`src/rtl/rpic_pkg.sv`:
```
// Package for the rule prefix index and range cost core.
// Holds the transaction structs, the queue entry type and fixed field widths.
// No dependencies.
package rpic_pkg;

    localparam int ADDR_W = 32;
    localparam int LEN_W = 6;
    localparam int PORT_W = 16;
    localparam int NODE_W = 33;
    localparam int CNT_W = 5;
    localparam int COST_W = 10;
    localparam int QUEUE_DEPTH = 2;

    typedef struct packed {
        logic [ADDR_W-1:0] src_addr;
        logic [LEN_W-1:0]  src_len;
        logic [ADDR_W-1:0] dst_addr;
        logic [LEN_W-1:0]  dst_len;
        logic [PORT_W-1:0] sport_lo;
        logic [PORT_W-1:0] sport_hi;
        logic [PORT_W-1:0] dport_lo;
        logic [PORT_W-1:0] dport_hi;
    } in_t;

    typedef struct packed {
        logic [NODE_W-1:0] src_node;
        logic [NODE_W-1:0] dst_node;
        logic [CNT_W-1:0]  sport_prefixes;
        logic [CNT_W-1:0]  dport_prefixes;
        logic [COST_W-1:0] expansion_cost;
    } out_t;

    typedef struct packed {
        logic [NODE_W-1:0] src_node;
        logic [NODE_W-1:0] dst_node;
        logic [PORT_W-1:0] sport_lo;
        logic [PORT_W-1:0] sport_hi;
        logic [PORT_W-1:0] dport_lo;
        logic [PORT_W-1:0] dport_hi;
    } job_t;

    typedef struct packed {
        logic full;
        logic empty;
    } q_status_t;

endpackage

```
`src/rtl/rpic_front.sv`:
```
// Front end: accepts rule transactions, works out both trie node indices and
// trims the port bounds, then pushes a job into the queue. Uses rpic_pkg.
module rpic_front
    import rpic_pkg::*;
#(
    parameter int ADDR_BITS = 32,
    parameter int PORT_BITS = 16
) (
    input  logic      s_valid,
    output logic      s_ready,
    input  in_t       s_data,
    input  q_status_t q_status,
    output logic      push,
    output job_t      push_data
);

    localparam logic [LEN_W-1:0] ADDR_LEN = LEN_W'(ADDR_BITS);

    function automatic logic [NODE_W-1:0] trie_node(input logic [ADDR_W-1:0] addr,
                                                   input logic [LEN_W-1:0] len);
        logic [LEN_W-1:0]  l_sat;
        logic [LEN_W-1:0]  shamt;
        logic [NODE_W-1:0] a_ext;
        logic [NODE_W-1:0] base;
        l_sat = (len > ADDR_LEN) ? ADDR_LEN : len;
        shamt = ADDR_LEN - l_sat;
        a_ext = {{(NODE_W-ADDR_BITS){1'b0}}, addr[ADDR_BITS-1:0]};
        base  = (NODE_W'(1) << l_sat) - NODE_W'(1);
        if (l_sat == '0) begin
            return '0;
        end
        return base + (a_ext >> shamt);
    endfunction

    function automatic logic [PORT_W-1:0] trim_port(input logic [PORT_W-1:0] p);
        return {{(PORT_W-PORT_BITS){1'b0}}, p[PORT_BITS-1:0]};
    endfunction

    assign s_ready = !q_status.full;
    assign push    = s_valid && s_ready;

    always_comb begin
        push_data.src_node = trie_node(s_data.src_addr, s_data.src_len);
        push_data.dst_node = trie_node(s_data.dst_addr, s_data.dst_len);
        push_data.sport_lo = trim_port(s_data.sport_lo);
        push_data.sport_hi = trim_port(s_data.sport_hi);
        push_data.dport_lo = trim_port(s_data.dport_lo);
        push_data.dport_hi = trim_port(s_data.dport_hi);
    end

endmodule

```
`src/rtl/rpic_queue.sv`:
```
// Short job queue between the front end and the range counter.
// Two entries of job_t from rpic_pkg, first in first out.
module rpic_queue
    import rpic_pkg::*;
(
    input  logic      aclk,
    input  logic      aresetn,
    input  logic      push,
    input  job_t      push_data,
    input  logic      pop,
    output job_t      pop_data,
    output q_status_t q_status
);

    localparam int PTR_W = (QUEUE_DEPTH > 1) ? $clog2(QUEUE_DEPTH) : 1;
    localparam int CNT_QW = $clog2(QUEUE_DEPTH + 1);

    job_t              entry_reg [QUEUE_DEPTH];
    logic [PTR_W-1:0]  wr_ptr_reg, wr_ptr_next;
    logic [PTR_W-1:0]  rd_ptr_reg, rd_ptr_next;
    logic [CNT_QW-1:0] fill_reg, fill_next;

    function automatic logic [PTR_W-1:0] ptr_inc(input logic [PTR_W-1:0] p);
        return (p == PTR_W'(QUEUE_DEPTH - 1)) ? '0 : p + PTR_W'(1);
    endfunction

    assign q_status.full  = (fill_reg == CNT_QW'(QUEUE_DEPTH));
    assign q_status.empty = (fill_reg == '0);
    assign pop_data       = entry_reg[rd_ptr_reg];

    always_comb begin
        wr_ptr_next = push ? ptr_inc(wr_ptr_reg) : wr_ptr_reg;
        rd_ptr_next = pop ? ptr_inc(rd_ptr_reg) : rd_ptr_reg;
        fill_next   = fill_reg;
        if (push && !pop) begin
            fill_next = fill_reg + CNT_QW'(1);
        end else if (pop && !push) begin
            fill_next = fill_reg - CNT_QW'(1);
        end
    end

    always_ff @(posedge aclk) begin
        if (!aresetn) begin
            wr_ptr_reg <= '0;
            rd_ptr_reg <= '0;
            fill_reg   <= '0;
        end else begin
            wr_ptr_reg <= wr_ptr_next;
            rd_ptr_reg <= rd_ptr_next;
            fill_reg   <= fill_next;
        end
    end

    always_ff @(posedge aclk) begin
        if (push) begin
            entry_reg[wr_ptr_reg] <= push_data;
        end
    end

endmodule

```
`src/rtl/rpic_back.sv`:
```
// Back end: takes jobs from the queue, splits both port ranges into aligned
// blocks one block per cycle, and holds the result transaction. Uses rpic_pkg.
module rpic_back
    import rpic_pkg::*;
#(
    parameter int PORT_BITS = 16
) (
    input  logic      aclk,
    input  logic      aresetn,
    input  q_status_t q_status,
    input  job_t      pop_data,
    output logic      pop,
    output logic      m_valid,
    input  logic      m_ready,
    output out_t      m_data
);

    localparam int PW1 = PORT_BITS + 1;
    localparam logic ST_IDLE = 1'b0;
    localparam logic ST_RUN  = 1'b1;

    logic             state_reg, state_next;
    logic [PW1-1:0]   now_s_reg, now_s_next, now_d_reg, now_d_next;
    logic [PW1-1:0]   hi_s_reg, hi_d_reg;
    logic [CNT_W-1:0] cnt_s_reg, cnt_s_next, cnt_d_reg, cnt_d_next;
    logic [NODE_W-1:0] src_node_reg, dst_node_reg;
    logic             m_valid_reg, m_valid_next;
    out_t             out_reg;
    logic             act_s, act_d, finish, load;
    logic [PW1-1:0]   rem_s, rem_d;

    function automatic logic [PW1-1:0] block_size(input logic [PW1-1:0] now,
                                                 input logic [PW1-1:0] rem);
        logic [PW1-1:0] size;
        logic [PW1-1:0] low_mask;
        size = '0;
        for (int k = 0; k <= PORT_BITS; k++) begin
            low_mask = (PW1'(1) << k) - PW1'(1);
            if (((rem >> k) != '0) && ((now & low_mask) == '0)) begin
                size = PW1'(1) << k;
            end
        end
        return size;
    endfunction

    assign act_s  = (now_s_reg <= hi_s_reg);
    assign act_d  = (now_d_reg <= hi_d_reg);
    assign rem_s  = hi_s_reg - now_s_reg + PW1'(1);
    assign rem_d  = hi_d_reg - now_d_reg + PW1'(1);
    assign load   = (state_reg == ST_IDLE) && !q_status.empty;
    assign pop    = load;
    assign finish = (state_reg == ST_RUN) && !act_s && !act_d
                    && (!m_valid_reg || m_ready);

    always_comb begin
        state_next   = state_reg;
        now_s_next   = now_s_reg;
        now_d_next   = now_d_reg;
        cnt_s_next   = cnt_s_reg;
        cnt_d_next   = cnt_d_reg;
        m_valid_next = m_valid_reg && !m_ready;
        unique case (state_reg)
            ST_IDLE: begin
                if (load) begin
                    state_next = ST_RUN;
                    now_s_next = {1'b0, pop_data.sport_lo[PORT_BITS-1:0]};
                    now_d_next = {1'b0, pop_data.dport_lo[PORT_BITS-1:0]};
                    cnt_s_next = '0;
                    cnt_d_next = '0;
                end
            end
            ST_RUN: begin
                if (act_s) begin
                    now_s_next = now_s_reg + block_size(now_s_reg, rem_s);
                    cnt_s_next = cnt_s_reg + CNT_W'(1);
                end
                if (act_d) begin
                    now_d_next = now_d_reg + block_size(now_d_reg, rem_d);
                    cnt_d_next = cnt_d_reg + CNT_W'(1);
                end
                if (finish) begin
                    state_next   = ST_IDLE;
                    m_valid_next = 1'b1;
                end
            end
            default: state_next = ST_IDLE;
        endcase
    end

    always_ff @(posedge aclk) begin
        if (!aresetn) begin
            state_reg   <= ST_IDLE;
            m_valid_reg <= 1'b0;
        end else begin
            state_reg   <= state_next;
            m_valid_reg <= m_valid_next;
        end
    end

    always_ff @(posedge aclk) begin
        now_s_reg <= now_s_next;
        now_d_reg <= now_d_next;
        cnt_s_reg <= cnt_s_next;
        cnt_d_reg <= cnt_d_next;
        if (load) begin
            hi_s_reg     <= {1'b0, pop_data.sport_hi[PORT_BITS-1:0]};
            hi_d_reg     <= {1'b0, pop_data.dport_hi[PORT_BITS-1:0]};
            src_node_reg <= pop_data.src_node;
            dst_node_reg <= pop_data.dst_node;
        end
        if (finish) begin
            out_reg.src_node       <= src_node_reg;
            out_reg.dst_node       <= dst_node_reg;
            out_reg.sport_prefixes <= cnt_s_reg;
            out_reg.dport_prefixes <= cnt_d_reg;
            out_reg.expansion_cost <= COST_W'({{(COST_W-CNT_W){1'b0}}, cnt_s_reg}
                                              * {{(COST_W-CNT_W){1'b0}}, cnt_d_reg});
        end
    end

    assign m_valid = m_valid_reg;
    assign m_data  = out_reg;

`ifndef SYNTHESIS
    a_lane_s_advances: assert property (@(posedge aclk) disable iff (!aresetn)
        (state_reg == ST_RUN) && act_s |=> now_s_reg > $past(now_s_reg))
        else $error("Source port cursor failed to advance.");

    a_lane_d_advances: assert property (@(posedge aclk) disable iff (!aresetn)
        (state_reg == ST_RUN) && act_d |=> now_d_reg > $past(now_d_reg))
        else $error("Destination port cursor failed to advance.");

    a_count_bound: assert property (@(posedge aclk) disable iff (!aresetn)
        (state_reg == ST_RUN) |-> (cnt_s_reg <= CNT_W'(2 * PORT_BITS - 2))
                                  && (cnt_d_reg <= CNT_W'(2 * PORT_BITS - 2)))
        else $error("Block count exceeds the bound for the port width.");

    a_cost_matches: assert property (@(posedge aclk) disable iff (!aresetn)
        $rose(m_valid_reg) |-> out_reg.expansion_cost == COST_W'(
            {{(COST_W-CNT_W){1'b0}}, out_reg.sport_prefixes}
            * {{(COST_W-CNT_W){1'b0}}, out_reg.dport_prefixes}))
        else $error("Expansion cost does not match the two block counts.");
`endif

endmodule

```
`src/rtl/rule_prefix_index_and_range_cost_core.sv`:
```
// Each rule transaction gives the heap trie node of its source and destination prefixes
// and the number of aligned blocks covering each port range, with their product as the
// expansion cost. The node indices are formed as the rule enters; the two port ranges
// are then split one block per cycle, side by side, so a rule occupies the range counter
// until both ranges are split and any earlier result has been taken. A two-entry queue
// sits between entry and the counter, and the result register lets the next rule start
// while a result waits to be taken.
module rule_prefix_index_and_range_cost_core
    import rpic_pkg::*;
#(
    parameter int ADDR_BITS = 32,
    parameter int PORT_BITS = 16
) (
    input  logic aclk,
    input  logic aresetn,
    input  logic s_valid,
    output logic s_ready,
    input  in_t  s_data,
    output logic m_valid,
    input  logic m_ready,
    output out_t m_data
);

    q_status_t q_status;
    logic      push, pop;
    job_t      push_data, pop_data;

    rpic_front #(
        .ADDR_BITS(ADDR_BITS),
        .PORT_BITS(PORT_BITS)
    ) u_front (
        .s_valid  (s_valid),
        .s_ready  (s_ready),
        .s_data   (s_data),
        .q_status (q_status),
        .push     (push),
        .push_data(push_data)
    );

    rpic_queue u_queue (
        .aclk     (aclk),
        .aresetn  (aresetn),
        .push     (push),
        .push_data(push_data),
        .pop      (pop),
        .pop_data (pop_data),
        .q_status (q_status)
    );

    rpic_back #(
        .PORT_BITS(PORT_BITS)
    ) u_back (
        .aclk    (aclk),
        .aresetn (aresetn),
        .q_status(q_status),
        .pop_data(pop_data),
        .pop     (pop),
        .m_valid (m_valid),
        .m_ready (m_ready),
        .m_data  (m_data)
    );

endmodule
```
`config.mk`:
```
export PLATFORM = sky130hd
export DESIGN_NAME = rule_prefix_index_and_range_cost_core
export DESIGN_NICKNAME = d
export VERILOG_FILES = /design/src/rtl/rpic_pkg.sv /design/src/rtl/rpic_front.sv /design/src/rtl/rpic_queue.sv /design/src/rtl/rpic_back.sv /design/src/rtl/rule_prefix_index_and_range_cost_core.sv
export SDC_FILE = /design/constraint.sdc
export NUM_CORES = 1
export LEC_CHECK = 0
export BUFFER_PORTS_ARGS = -buffer_cell sky130_fd_sc_hd__buf_2
export CORE_ASPECT_RATIO = 1.4
export CORE_UTILIZATION = 25
export DETAILED_ROUTE_END_ITERATION = 16
export HOLD_SLACK_MARGIN = 0.06
export SETUP_SLACK_MARGIN = 0.2
export SYNTH_ARGS = -nofsm -noshare
export SYNTH_HDL_FRONTEND = slang
export SYNTH_SLANG_ARGS = --single-unit
```
`constraint.sdc`:
```
create_clock -name aclk -period 19.5 [get_ports aclk]
set_clock_uncertainty 0.15 [all_clocks]
set_input_delay 1.95 -clock aclk [delete_from_list [all_inputs] [get_ports aclk]]
set_output_delay 1.95 -clock aclk [all_outputs]
set_load 0.01 [all_outputs]
```
==> summary.txt <==
Ys Warns: 0
Worst IR Drop VDD: 0.09622 mV
Number of flip-flops in the largest register: 260
Hold crit path type: register to register
Total of max-cap violations: 0
Footprint of the multi-input gates: 14,670 µm²
CTS Buf Count: 52
Later-pin clock latency in the skew report: 0.62 ns
Slew margin rel.: 21.90%
Met1 Use GR: 15.03%
All-Layer GR Usage: 12.29%
Io pins: 232
Setup violators final: 0
CTS max path bufs: 3
DP Area: 33,710 µm²
Asr flop ratio synth: 0%
Die H: 416.6 µm
Status: finished clean
Global routing usage on met3: 2.253%
Core Region: 121,500 µm²
Synth Flop Type: edfxtp_1
Grt ovf: 0
Register Area: 14,800 µm²
WP data required: 19.65 ns
Critical Path Sink Type: register
Synth top area share: 47.73%
GRT busiest layer: met2
Post-synth top cells: edfxtp_1, ha_1, inv_1
Drt drc: 0
Setup TNS: 0 ns
Most common cell on crit path: ha_1
Largest cells by area after synthesis: edfxtp_1, ha_1, mux2i_1
Post-synthesis sequential area ratio: 48.19%
Worst Path Arrival: 9.33 ns
Final wirelength: 77,760 µm
Final hold violation count: 0
RSZ-0062 raised after global routing: false
Final nets: 3,370
Crit path cell chain: buf_2 -> nand2b_2 -> ha_1 -> ha_1 -> clkinv_1 -> nor3_1 -> a21oi_1 -> mux2i_1 -> a22oi_1 -> ha_1 -> inv_1 -> ha_1 -> a21o_1 -> a21o_1 -> a21o_1 -> a21oi_1 -> o31ai_1 -> a211oi_1 -> o31ai_1 -> a2111oi_0 -> o21ai_0 -> xnor2_1 -> nor2_1
Synth Area per Inst: 11.31 µm²
WHS: 0.2642 ns
Worst-margin pin slew: 1.170 ns
Leading area contributor after synthesis: edfxtp_1
Crit start category: input pin
DP HPWL: 58,740 µm
Drt wl/cell: 16.98 µm
Fin. max-slew vios: 0
Cell variety after synth: 89
Final period util: 47.05%
Port bufs: 231
CTS tree: done
Final min period: 9.175 ns
Post-Syn Nets: 3,155
H-Tree Depth: 2
Via total after detailed routing: 20,720
Post-Syn Area: 30,700 µm²
Synth Register Bits: 495
Clk pin slew, worst setup/hold paths: 0.06 ns
Layout cells sized above 1: 16.39%
DR vias/cell: 4.526
Layout area overhead: 15.62%
CP Max Fanout: 37
Iter 0 DRT Violations: 1,077
Top-count cell post-synth: edfxtp_1
Post-synth EDFFs: 488
Worst hold path depth: 0
CTS resizes: 0
R2R depth: 28
Initial antenna violation count: 15
RePlAce Congestion: 0.8545
Post-CTS Setup Bufs: 0
Slowest stage delay, CP: 0.98 ns
Initial DRT Pass Iterations: 5
Worst path slowest cell: clkinv_1
Antenna viol nets, final: 0
# clock sinks: 495
Pleak: 14.70 nW
Critical path type: input pin to register
M2 GR Usage: 21.70%
Die area: 124,200 µm²
Core Rows: 151
Cell count after synthesis: 2,715
Cell area after layout: 35,500 µm²
Vias in the first global route: 20,730
Die X: 298.2 µm
Fmax: 109.0 MHz
PwrDens: 157.2 nW/µm²
Largest net degree at the start of global routing: 68
FILL cells: 12,550
Post-CTS Hold Buffers: 0
Initial core utilization: 25.27%
Total Power: 5.579 mW
Global-route wire length before repair: 119,700 µm
Root Driver: clkbuf_16
-- path summary, 6_finish.rpt --
check / startpoint / end / slack [ns]
hold reg to reg: u_back.dst_node_reg[1] / u_back.m_data[21] / 0.26
setup / recovery: s_data[107] / u_queue.entry_reg[1][129] / 10.32
setup reg to reg: u_back.now_d_reg[1] / u_back.now_d_reg[16] / 12.17
hold / removal: u_back.dst_node_reg[1] / u_back.m_data[21] / 0.26
-- cell type report --
type | instances | share of cell area (%)
timing repair buffer | 252 | 3.701
inverter | 244 | 2.587
antenna | 1 | 0.007049
sequential | 495 | 41.69
clock buffer | 57 | 3.718
multi-input combinational | 1885 | 41.33
tap | 1606 | 5.661
clock inverter | 39 | 1.304
-- report_power, final --
part | switching (mW) | internal, mW | total, mW
sequential | 0.184 | 1.72 | 1.90
combinational | 1.59 | 1.05 | 2.64
clock | 0.438 | 0.602 | 1.04
total | 2.21 | 3.37 | 5.58
-- metal layers --
| metal | wire length, µm | share of wire [%] |
|---|---|---|
| met5 | 100 | 0.13 |
| met4 | 2161 | 2.8 |
| met3 | 3570 | 4.6 |
| met2 | 37630 | 48 |
| met1 | 34290 | 44 |
-- worst max-delay path, delay by kind of cell --
family	cells	cell delay (ns)
adder cells (fa/ha/maj)	4	1.71
multiplexers	1	0.24
AO/OA/AOI/OAI	11	2.80
XOR/XNOR	1	0.21
buffers and inverters	3	1.21
AND/OR/NAND/NOR	3	1.19
-- kinds of logic (layout without fill, tap and decap cells) --
family                   Yosys count  after routing  synth area share (%)
multiplexers                     294            294                 10.07
AND/OR/NAND/NOR                  665            665                 10.56
other                              0              1                     0
XOR/XNOR                         141            141                 4.022
adder cells (fa/ha/maj)          299            299                 12.58
AO/OA/AOI/OAI                    486            486                 10.45
buffers and inverters            335            592                 4.128
flip-flops                       495            495                 48.19
-- placed cells by master (no fill, tap or decap), types with 14 or more instances in the layout --
master / count
a211oi_1: 29
a21o_1: 67
a21oi_1: 133
a31oi_1: 14
and2_1: 45
and3_1: 20
buf_2: 231
buf_4: 21
clkbuf_16: 52
edfxtp_1: 488
fa_1: 17
ha_1: 279
inv_1: 240
mux2_2: 105
mux2i_1: 186
nand2_1: 224
nand2b_1: 20
nand3_1: 61
nand4_1: 14
nor2_1: 127
nor2b_1: 30
nor3_1: 50
o21a_1: 16
o21ai_0: 98
o21bai_1: 20
or3_1: 17
xnor2_1: 74
xor2_1: 67
-- stage by stage --
stage	util, %	instances	worst slack, ns
after floorplan	-	2715	11.09
after global placement	27.75	4482	9.831
after detailed placement	27.75	4482	9.725
after CTS	29.22	4578	10.39
after global routing	29.22	4578	9.712
final	29.22	4579	10.32
Note: power is estimated with default switching activity, not from simulation.
